--- src/rtl/lrc_pkg.sv ---
package lrc_pkg;

	localparam int VAR_W = 10;
	localparam int REG_W = 3;

	typedef struct packed {
		logic rd_en;
		logic wr_en;
	} mark_ctl_t;

endpackage

--- src/rtl/lru_register_cache_top.sv ---
// Register cache: each input word carries a variable id and yields one result word
// giving the register assigned to it, with hit, spill and reload flags. Up to one word
// is taken per cycle while in_stall is low; the id first lands in an input register
// together with its registered spill-mark read, and the tag compare, move-to-front
// update and spill-mark write then finish into the result register, which holds while
// out_stall is high. After reset the spill-mark memory is cleared one entry per cycle,
// and in_stall stays high until the clearing is done.
module lru_register_cache_top #(
	parameter int NUM_SLOTS = 6,
	parameter int MAX_VARS  = 1024
) (
	input  logic                      clk,
	input  logic                      arst_n,
	input  logic                      in_valid,
	output logic                      in_stall,
	input  logic [lrc_pkg::VAR_W-1:0] var_id,
	output logic                      out_valid,
	input  logic                      out_stall,
	output logic [lrc_pkg::REG_W-1:0] reg_index,
	output logic                      was_hit,
	output logic                      spill_needed,
	output logic [lrc_pkg::VAR_W-1:0] spill_var,
	output logic                      reload_needed
);

	localparam int IW   = $clog2(MAX_VARS);
	localparam int PW   = $clog2(NUM_SLOTS);
	localparam int LAST = NUM_SLOTS - 1;
	localparam int RW   = IW + 6;

	logic [lrc_pkg::VAR_W-1:0] tag_q [NUM_SLOTS];
	logic [lrc_pkg::REG_W-1:0] reg_q [NUM_SLOTS];
	logic [IW-1:0]             idx_q [NUM_SLOTS];

	logic                      valid_s1;
	logic [lrc_pkg::VAR_W-1:0] id_s1;
	logic [IW-1:0]             idx_s1;

	logic                      out_valid_q;
	logic [lrc_pkg::REG_W-1:0] reg_index_q;
	logic                      was_hit_q;
	logic                      spill_needed_q;
	logic [lrc_pkg::VAR_W-1:0] spill_var_q;
	logic                      reload_needed_q;

	logic                      accept;
	logic                      out_free;
	logic                      s1_go;
	logic                      mark;
	logic                      mark_busy;
	lrc_pkg::mark_ctl_t        mark_ctl;
	logic [RW-1:0]             rem;
	logic [IW-1:0]             in_idx;

	logic                      hit_any;
	logic [PW-1:0]             hit_pos;
	logic                      empty_any;
	logic [PW-1:0]             empty_pos;
	logic                      evict;
	logic [PW-1:0]             pos;
	logic [lrc_pkg::VAR_W-1:0] front_tag;
	logic [lrc_pkg::REG_W-1:0] front_reg;
	logic [IW-1:0]             front_idx;
	logic [lrc_pkg::VAR_W-1:0] nxt_tag [NUM_SLOTS];
	logic [lrc_pkg::REG_W-1:0] nxt_reg [NUM_SLOTS];
	logic [IW-1:0]             nxt_idx [NUM_SLOTS];
	logic [lrc_pkg::REG_W-1:0] res_reg;
	logic                      res_hit;
	logic                      res_spill;
	logic [lrc_pkg::VAR_W-1:0] res_var;
	logic                      res_reload;

	assign out_free = !out_valid_q || !out_stall;
	assign in_stall = mark_busy || (valid_s1 && !out_free);
	assign accept   = in_valid && !in_stall;
	assign s1_go    = valid_s1 && out_free && (id_s1 != '0);

	// id modulo MAX_VARS by binary compare and subtract
	always_comb begin
		rem = RW'(var_id);
		for (int k = 5; k >= 0; k--) begin
			if (rem >= (RW'(MAX_VARS) << k)) begin
				rem = rem - (RW'(MAX_VARS) << k);
			end
		end
		in_idx = rem[IW-1:0];
	end

	assign mark_ctl.rd_en = accept;
	assign mark_ctl.wr_en = s1_go && evict;

	lrc_mark_store #(
		.DEPTH(MAX_VARS)
	) u_mark (
		.clk    (clk),
		.arst_n (arst_n),
		.ctl    (mark_ctl),
		.rd_idx (in_idx),
		.wr_idx (idx_q[LAST]),
		.mark   (mark),
		.busy   (mark_busy)
	);

	always_comb begin
		hit_any   = 1'b0;
		hit_pos   = '0;
		empty_any = 1'b0;
		empty_pos = '0;
		for (int k = 0; k < NUM_SLOTS; k++) begin
			if (!hit_any && (tag_q[k] == id_s1)) begin
				hit_any = 1'b1;
				hit_pos = PW'(k);
			end
			if (!empty_any && (tag_q[k] == '0)) begin
				empty_any = 1'b1;
				empty_pos = PW'(k);
			end
		end
		evict = !hit_any && !empty_any;

		priority if (hit_any) begin
			pos       = hit_pos;
			front_tag = tag_q[hit_pos];
			front_reg = reg_q[hit_pos];
			front_idx = idx_q[hit_pos];
		end else if (empty_any) begin
			pos       = empty_pos;
			front_tag = id_s1;
			front_reg = lrc_pkg::REG_W'(empty_pos);
			front_idx = idx_s1;
		end else begin
			pos       = PW'(LAST);
			front_tag = id_s1;
			front_reg = reg_q[LAST];
			front_idx = idx_s1;
		end

		// move to front: slots above the chosen one shift down by one
		nxt_tag[0] = front_tag;
		nxt_reg[0] = front_reg;
		nxt_idx[0] = front_idx;
		for (int j = 1; j < NUM_SLOTS; j++) begin
			if (PW'(j) <= pos) begin
				nxt_tag[j] = tag_q[j-1];
				nxt_reg[j] = reg_q[j-1];
				nxt_idx[j] = idx_q[j-1];
			end else begin
				nxt_tag[j] = tag_q[j];
				nxt_reg[j] = reg_q[j];
				nxt_idx[j] = idx_q[j];
			end
		end

		if (id_s1 == '0) begin
			res_reg    = '0;
			res_hit    = 1'b0;
			res_spill  = 1'b0;
			res_var    = '0;
			res_reload = 1'b0;
		end else begin
			res_reg    = front_reg;
			res_hit    = hit_any;
			res_spill  = evict;
			res_var    = evict ? tag_q[LAST] : '0;
			// victim and requester may share a mark entry
			res_reload = evict && (mark || (idx_q[LAST] == idx_s1));
		end
	end

	always_ff @(posedge clk or negedge arst_n) begin
		if (!arst_n) begin
			for (int k = 0; k < NUM_SLOTS; k++) begin
				tag_q[k] <= '0;
				reg_q[k] <= '0;
				idx_q[k] <= '0;
			end
		end else if (s1_go) begin
			for (int k = 0; k < NUM_SLOTS; k++) begin
				tag_q[k] <= nxt_tag[k];
				reg_q[k] <= nxt_reg[k];
				idx_q[k] <= nxt_idx[k];
			end
		end
	end

	always_ff @(posedge clk or negedge arst_n) begin
		if (!arst_n) begin
			valid_s1 <= 1'b0;
		end else if (accept) begin
			valid_s1 <= 1'b1;
		end else if (out_free) begin
			valid_s1 <= 1'b0;
		end
	end

	always_ff @(posedge clk) begin
		if (accept) begin
			id_s1  <= var_id;
			idx_s1 <= in_idx;
		end
	end

	always_ff @(posedge clk or negedge arst_n) begin
		if (!arst_n) begin
			out_valid_q <= 1'b0;
		end else if (out_free) begin
			out_valid_q <= valid_s1;
		end
	end

	always_ff @(posedge clk) begin
		if (out_free) begin
			reg_index_q     <= res_reg;
			was_hit_q       <= res_hit;
			spill_needed_q  <= res_spill;
			spill_var_q     <= res_var;
			reload_needed_q <= res_reload;
		end
	end

	assign out_valid     = out_valid_q;
	assign reg_index     = reg_index_q;
	assign was_hit       = was_hit_q;
	assign spill_needed  = spill_needed_q;
	assign spill_var     = spill_var_q;
	assign reload_needed = reload_needed_q;

	a_hit_no_spill: assert property (@(posedge clk) disable iff (!arst_n)
		out_valid |-> !(was_hit && spill_needed))
		else $error("hit word also flags a spill");

	a_reload_spill: assert property (@(posedge clk) disable iff (!arst_n)
		(out_valid && reload_needed) |-> spill_needed)
		else $error("reload without eviction");

	a_spill_var: assert property (@(posedge clk) disable iff (!arst_n)
		(out_valid && spill_needed) |-> (spill_var != '0))
		else $error("spill of an empty slot");

	a_clear_block: assert property (@(posedge clk) disable iff (!arst_n)
		mark_busy |-> in_stall)
		else $error("word accepted during mark clearing");

endmodule

--- src/rtl/lrc_mark_store.sv ---
module lrc_mark_store #(
	parameter int DEPTH = 1024,
	localparam int IW = $clog2(DEPTH)
) (
	input  logic              clk,
	input  logic              arst_n,
	input  lrc_pkg::mark_ctl_t ctl,
	input  logic [IW-1:0]     rd_idx,
	input  logic [IW-1:0]     wr_idx,
	output logic              mark,
	output logic              busy
);

	logic          mem [DEPTH];
	logic          rd_q;
	logic          fwd_q;
	logic          busy_q;
	logic [IW-1:0] clr_q;
	logic          we;
	logic [IW-1:0] wa;

	// clearing pass owns the write port until every entry is zero
	assign we = busy_q || ctl.wr_en;
	assign wa = busy_q ? clr_q : wr_idx;

	always_ff @(posedge clk or negedge arst_n) begin
		if (!arst_n) begin
			busy_q <= 1'b1;
			clr_q  <= '0;
		end else if (busy_q) begin
			clr_q <= clr_q + IW'(1);
			if (clr_q == IW'(DEPTH - 1)) begin
				busy_q <= 1'b0;
			end
		end
	end

	always_ff @(posedge clk) begin
		if (we) begin
			mem[wa] <= !busy_q;
		end
		if (ctl.rd_en) begin
			rd_q  <= mem[rd_idx];
			// a mark set at the same edge is seen by the read
			fwd_q <= ctl.wr_en && (wr_idx == rd_idx);
		end
	end

	assign mark = rd_q || fwd_q;
	assign busy = busy_q;

endmodule

--- config.mk ---
export PLATFORM = sky130hd
export DESIGN_NAME = lru_register_cache_top
export DESIGN_NICKNAME = d
export VERILOG_FILES = /design/src/rtl/lrc_pkg.sv /design/src/rtl/lru_register_cache_top.sv /design/src/rtl/lrc_mark_store.sv
export SDC_FILE = /design/constraint.sdc
export NUM_CORES = 2
export LEC_CHECK = 0
export ABC_AREA = 0
export BUFFER_PORTS_ARGS = -buffer_cell sky130_fd_sc_hd__buf_2
export CAP_MARGIN = 20
export CORE_AREA = 2 2 313 315
export CTS_CLUSTER_DIAMETER = 50
export DETAILED_ROUTE_END_ITERATION = 8
export DIE_AREA = 0 0 315 317
export PLACE_DENSITY = 0.71
export REMOVE_ABC_BUFFERS = 1
export SYNTH_ARGS = -nofsm -noshare
export SYNTH_HDL_FRONTEND = slang
export SYNTH_SLANG_ARGS = --single-unit
--- constraint.sdc ---
create_clock -name clk -period 38.1 [get_ports clk]
set_input_delay 3.81 -clock clk [delete_from_list [all_inputs] [get_ports clk]]
set_output_delay 3.81 -clock clk [all_outputs]
set_load 0.01 [all_outputs]
# Word level (Yosys, flattened, before mapping)
# Memory sizes are Yosys's and may differ from the RTL's. A register that Yosys moved wholly into a read port is not among the register bits.
# Index checks and enable logic that the tools add are counted.
[classes] n_eq_ne=9 n_lt_le_gt_ge=6 bitwise_logic=2 n_addsub=1 n_reduce_logical=55 mux=44
[op_table] op="$eq 10x10->1" count=8
[op_table] op="$logic_not 10->1" count=7
[op_table] op="$mux 10" count=7
[op_table] op="$bmux 10 s3" count=2
[op_table] op="$mux 3" count=14
[op_table] op="$mux 1" count=20
[op_table] op="$logic_and 1x1->1" count=18
[op_table] op="$logic_not 1->1" count=17
[op_table] op="$add 10x1->10 const B" count=1
[op_table] op="$eq 10x10->1 const B" count=1
[op_table] op="$reduce_and 2->1" count=5
[op_table] op="$reduce_bool 10->1" count=1
[op_table] op="$bmux 3 s3" count=1
[op_table] op="$le 2x3->1 const A" count=2
[op_table] op="$le 3x3->1 const A" count=2
[op_table] op="$logic_or 1x1->1" count=5
[op_table] op="$ge 4x4->1 const B" count=1
[op_table] op="$not 3->4" count=1
[op_table] op="$le 1x3->1 const A" count=1
[op_table] op="$reduce_bool 2->1" count=1
[op_table] op="$reduce_or 2->1" count=1
[op_table] op="$not 1->1" count=1
[word_totals] word_cells=147 mem_count=1 ff_bits=178 in_bits=14 out_inout_bits=18 ramBits=1024
[mem_list] memory="u_mark.mem" words=1024 width=1 rd=1 rd_ports_with_merged_regs=1 wr=1 line="lrc_mark_store.sv:14" source="logic mem [DEPTH];"

# Logic depth before layout (Yosys ltp)
[logic_depth] ltp_word=23 depth_mapped=13 depth_no_buf=8

# Hierarchy
# Synthesis repeated with hierarchy kept, for this count alone.
[hier_totals] cells_unflattened=3881 area_unflattened_um2=54182.0
[by_module_without_submodules] module="lrc_mark_store" cells_per_inst=3197 seq_area_each_um2=31086.1 area_each_um2=45576.2 instances=1
[by_module_without_submodules] module="lru_register_cache_top" cells_per_inst=684 seq_area_each_um2=4284.1 area_each_um2=8605.8 instances=1

# Worst setup path after synthesis
# OpenSTA, ideal clock, no wires.
[synth_timing] path_kind="flip-flop to flip-flop" start="reg u_mark.busy_q (netlist: u_mark.busy)" end="mem u_mark.mem[779], enable pin" slack_ns=23.154 setup_time_ns=0.254 arrival_time_ns=14.692 stages_incl_launch_ff=8 n_path_buf=3 period_less_slack_ns=14.946 t_required_ns=37.846 path_cell_list="dfstp_2 > buf_2 > buf_1 > inv_1 > o31ai_1 > nand3_1 > clkbuf_1 > nor2_1"
[synth_between] elab_chain_len=3 elab_cells_between_ends=4 cone_classes="mux: 3; reduce/logical: 1"
[synth_rtl] element="start: declaration" line="lrc_mark_store.sv:17" source="logic busy_q;"
[synth_rtl] element="start signal: assignment" line="lrc_mark_store.sv:28" source="busy_q <= 1'b1;"
[synth_rtl] element="start signal: assignment" line="lrc_mark_store.sv:33" source="busy_q <= 1'b0;"
[synth_rtl] element="$logic_or 1x1->1" line="lrc_mark_store.sv:23" source="assign we = busy_q || ctl.wr_en;"
[synth_rtl] element="$mux 1" line="lrc_mark_store.sv:39" source="if (we) begin"
[synth_rtl] element="$mux 1 (implied by the code)" line="lrc_mark_store.sv:40" source="mem[wa] <= !busy_q;"
[synth_rtl] element="end: declaration" line="lrc_mark_store.sv:14"
# Several ways; a longest one is shown, not always the timed one.

# Final worst setup path
[layout_timing] start="in out_stall" end="out in_stall"
[layout_between] elab_chain_len=5
[layout_rtl] element="start: declaration" line="lru_register_cache_top.sv:18" source="input logic out_stall,"
[layout_rtl] element="$logic_not 1->1" line="lru_register_cache_top.sv:73" source="assign out_free = !out_valid_q || !out_stall;"
[layout_rtl] element="$logic_or 1x1->1" line="lru_register_cache_top.sv:73"
[layout_rtl] element="$logic_not 1->1" line="lru_register_cache_top.sv:74" source="assign in_stall = mark_busy || (valid_s1 && !out_free);"
[layout_rtl] element="$logic_and 1x1->1" line="lru_register_cache_top.sv:74"
[layout_rtl] element="$logic_or 1x1->1" line="lru_register_cache_top.sv:74"
[layout_rtl] element="end: declaration" line="lru_register_cache_top.sv:15" source="output logic in_stall,"
# No other way between the ends.

==> flow_summary.json <==
{
  "power.density_nw_per_um2": 56.4,
  "grt_pass1_vias": 32700,
  "finalWirelength_mm": 146,
  "post_cts_buffers": 0,
  "synthArstFlopShare_pct": 12.6,
  "leakage_nw": 17.5,
  "hold_viol_final": 0,
  "cts_buffer_depth": 3,
  "cts_hold_buf": 0,
  "grt_pass1_wl_mm": 214,
  "io_pins": 32,
  "ys_seq_area_share_pct": 65.7,
  "overflow": 0,
  "via_per_inst": 6.53,
  "antenna_left": 0,
  "fin_crit_ns": 8.10,
  "status": "finished, final reports clean",
  "first_iter_violations": 5200,
  "wire_per_inst_um": 28.4,
  "crit_fanout": 3,
  "grt_max_degree": 265,
  "die-width_um": 315,
  "start_kind": "input port",
  "ys_ff_latch": 1203,
  "worst_pin_slew_ns": 1.43,
  "cts.sinks": 1203,
  "layout_common_cells": "1086 x nor2_1, 1052 x edfxtp_1, 227 x mux4_2",
  "setup_ws_ns": 30.00,
  "path_class": "in -> out",
  "nets": 3784,
  "ir_worst_vdd_mv": 0.0476,
  "num_antenna_cells": 0,
  "cts_buffers": 130,
  "finalNonFillerCells": 5146,
  "post_dp_cell_area_sq_um": 54700,
  "tritoncts": "built",
  "fin_total_pwr_mw": 3.36,
  "whs_ns": 0.517,
  "arrival_ns": 4.29,
  "crit_start": "out_stall",
  "setup_violations": 0,
  "hp-class": "reg -> reg",
  "synthFlopType": "edfxtp_1",
  "synth_edf_count": 1052,
  "r2r_start": "u_mark.busy",
  "r2r_slack_ns": 33.32,
  "clk_pin_slew_ns": 0.06,
  "maxCapViolCount": 0,
  "syn_inst": 3855,
  "max_freq_ghz": 0.123,
  "dr.pass1.iters": 6,
  "vias": 33600,
  "die_area_sq_um": 99900,
  "final_core_util_pct": 61.9,
  "nFillCells": 7157,
  "final_layout_size_suffix_gt1_share_pct": 19.1,
  "final_common_cell": "nor2_1",
  "cp.required_ns": 34.29,
  "core_sq_um": 96300,
  "end_kind": "output pin",
  "hpwl_mm": 76.8,
  "port-buffer-count": 31,
  "period_share_pct": 21.3,
  "syn_area_per_cell_sq_um": 14.0,
  "slew_headroom_pct": 4.86,
  "grt_usage_pct": 29.5,
  "fp.dieH_um": 317,
  "initial_core_util_pct": 55.9,
  "area_growth_pct": 10.8,
  "cts-root-buf": "clkbuf_16",
  "min_from": "idx_q[59]",
  "post-place-cells": 4891,
  "worst_skew_pair.late_latency_ns": 0.76,
  "fin_worst_skew_ns": 0.0311,
  "syn_area_sq_um": 53800,
  "gp_congestion": 0.852,
  "drv_slew": 0,
  "h-tree-depth": 4,
  "final_area_sq_um": 59600,
  "setup_tns_ns": 0,
  "num_rows": 114,
  "cts_resized": 0,
  "antenna_found_initial": 6,
  "yosysUniqueCellTypes": 71,
  "drc": 0,
  "ys_warn_count": 0,
  "grt_setup_unrepaired": "false",
  "dpl_worst_slack_ns": 29.89
}
where the power goes:
group          internal, mW  total (mW)  switching [mW]
clock                 0.733        1.27           0.539
combinational         0.201       0.496           0.295
sequential             1.50        1.60          0.0997
critical path, cell delays in order:
cell and delay (ns):
buf_2 0.11, a31oi_1 0.18, inv_1 0.05, buf_2 0.13
registers in the layout, indices dropped and copies added (netlist names), 3 cells and up:
name and count:
reg_q 18, idx_q 60, u_mark.mem 1024, tag_q 60, reg_index 3, spill_var 10, idx_s1 10, u_mark.clr_q 10
final cells by class:
class                   instances  area, sq um  area share [%]
well taps                    1276         1600            2.68
multi-input cells            2292        16900            28.3
clock inverters                78          897            1.51
clock buffers                 155         3390            5.69
inverters                      11         48.8          0.0819
repair buffers                131         1430            2.39
flip-flops and latches       1203        35400            59.3
synth_stat cells (13+ instances only):
library cell,n,area [sq um]
dfrtp_1,150,3750
o221ai_1,39,342
a22oi_1,26,195
nor3_1,47,235
xor2_1,51,447
buf_6,13,146
xnor2_1,38,333
nand3_1,37,185
mux2i_1,136,1360
mux2_2,84,946
or2_2,21,131
a21oi_1,66,330
nor4_1,31,194
edfxtp_1,1052,31600
buf_4,29,218
o22ai_1,26,163
buf_2,105,526
a221oi_1,29,254
mux2_4,40,601
a211oi_1,13,97.6
clkbuf_1,187,702
and2_1,16,100
buf_1,14,52.6
nor2_1,1087,4080
nand2b_1,23,144
o21ai_0,26,130
nand2_1,98,368
nand4_1,22,138
mux4_2,227,5110
routing by layer:
layer	share of wire (%)	vias to the layer above	GRT usage, %
li1	-	14100	-
met1	37	17100	40.6
met2	47	2028	46.4
met3	11	386	5.62
met4	4.4	6	12.7
met5	0.027	-	0
kinds of logic (layout without fill, tap and decap cells):
family / count (synthesis) / count (layout) / share of synthesized area (%)
xor gates and xnor gates: 89 / 89 / 1.45
DFF: 1203 / 1203 / 65.7
buffers and inverters: 360 / 375 / 3.14
AOI/OAI and AO/OA: 288 / 288 / 3.77
muxes: 488 / 488 / 14.9
adders and majority gates: 1 / 1 / 0.0233
and+or+nand+nor: 1426 / 1426 / 11.0
path summary, 6_finish.rpt:
kind                       depth (start not counted)                to
hold reg to reg                                    1         idx_q[49]
setup / recovery                                   4          in_stall
max in group asynchronous                          2          tag_q[1]
min in group asynchronous                          1         out_valid
hold / removal                                     1         idx_q[49]
setup reg to reg                                   8  u_mark.mem[1008]
(Power assumes the default switching activity.)
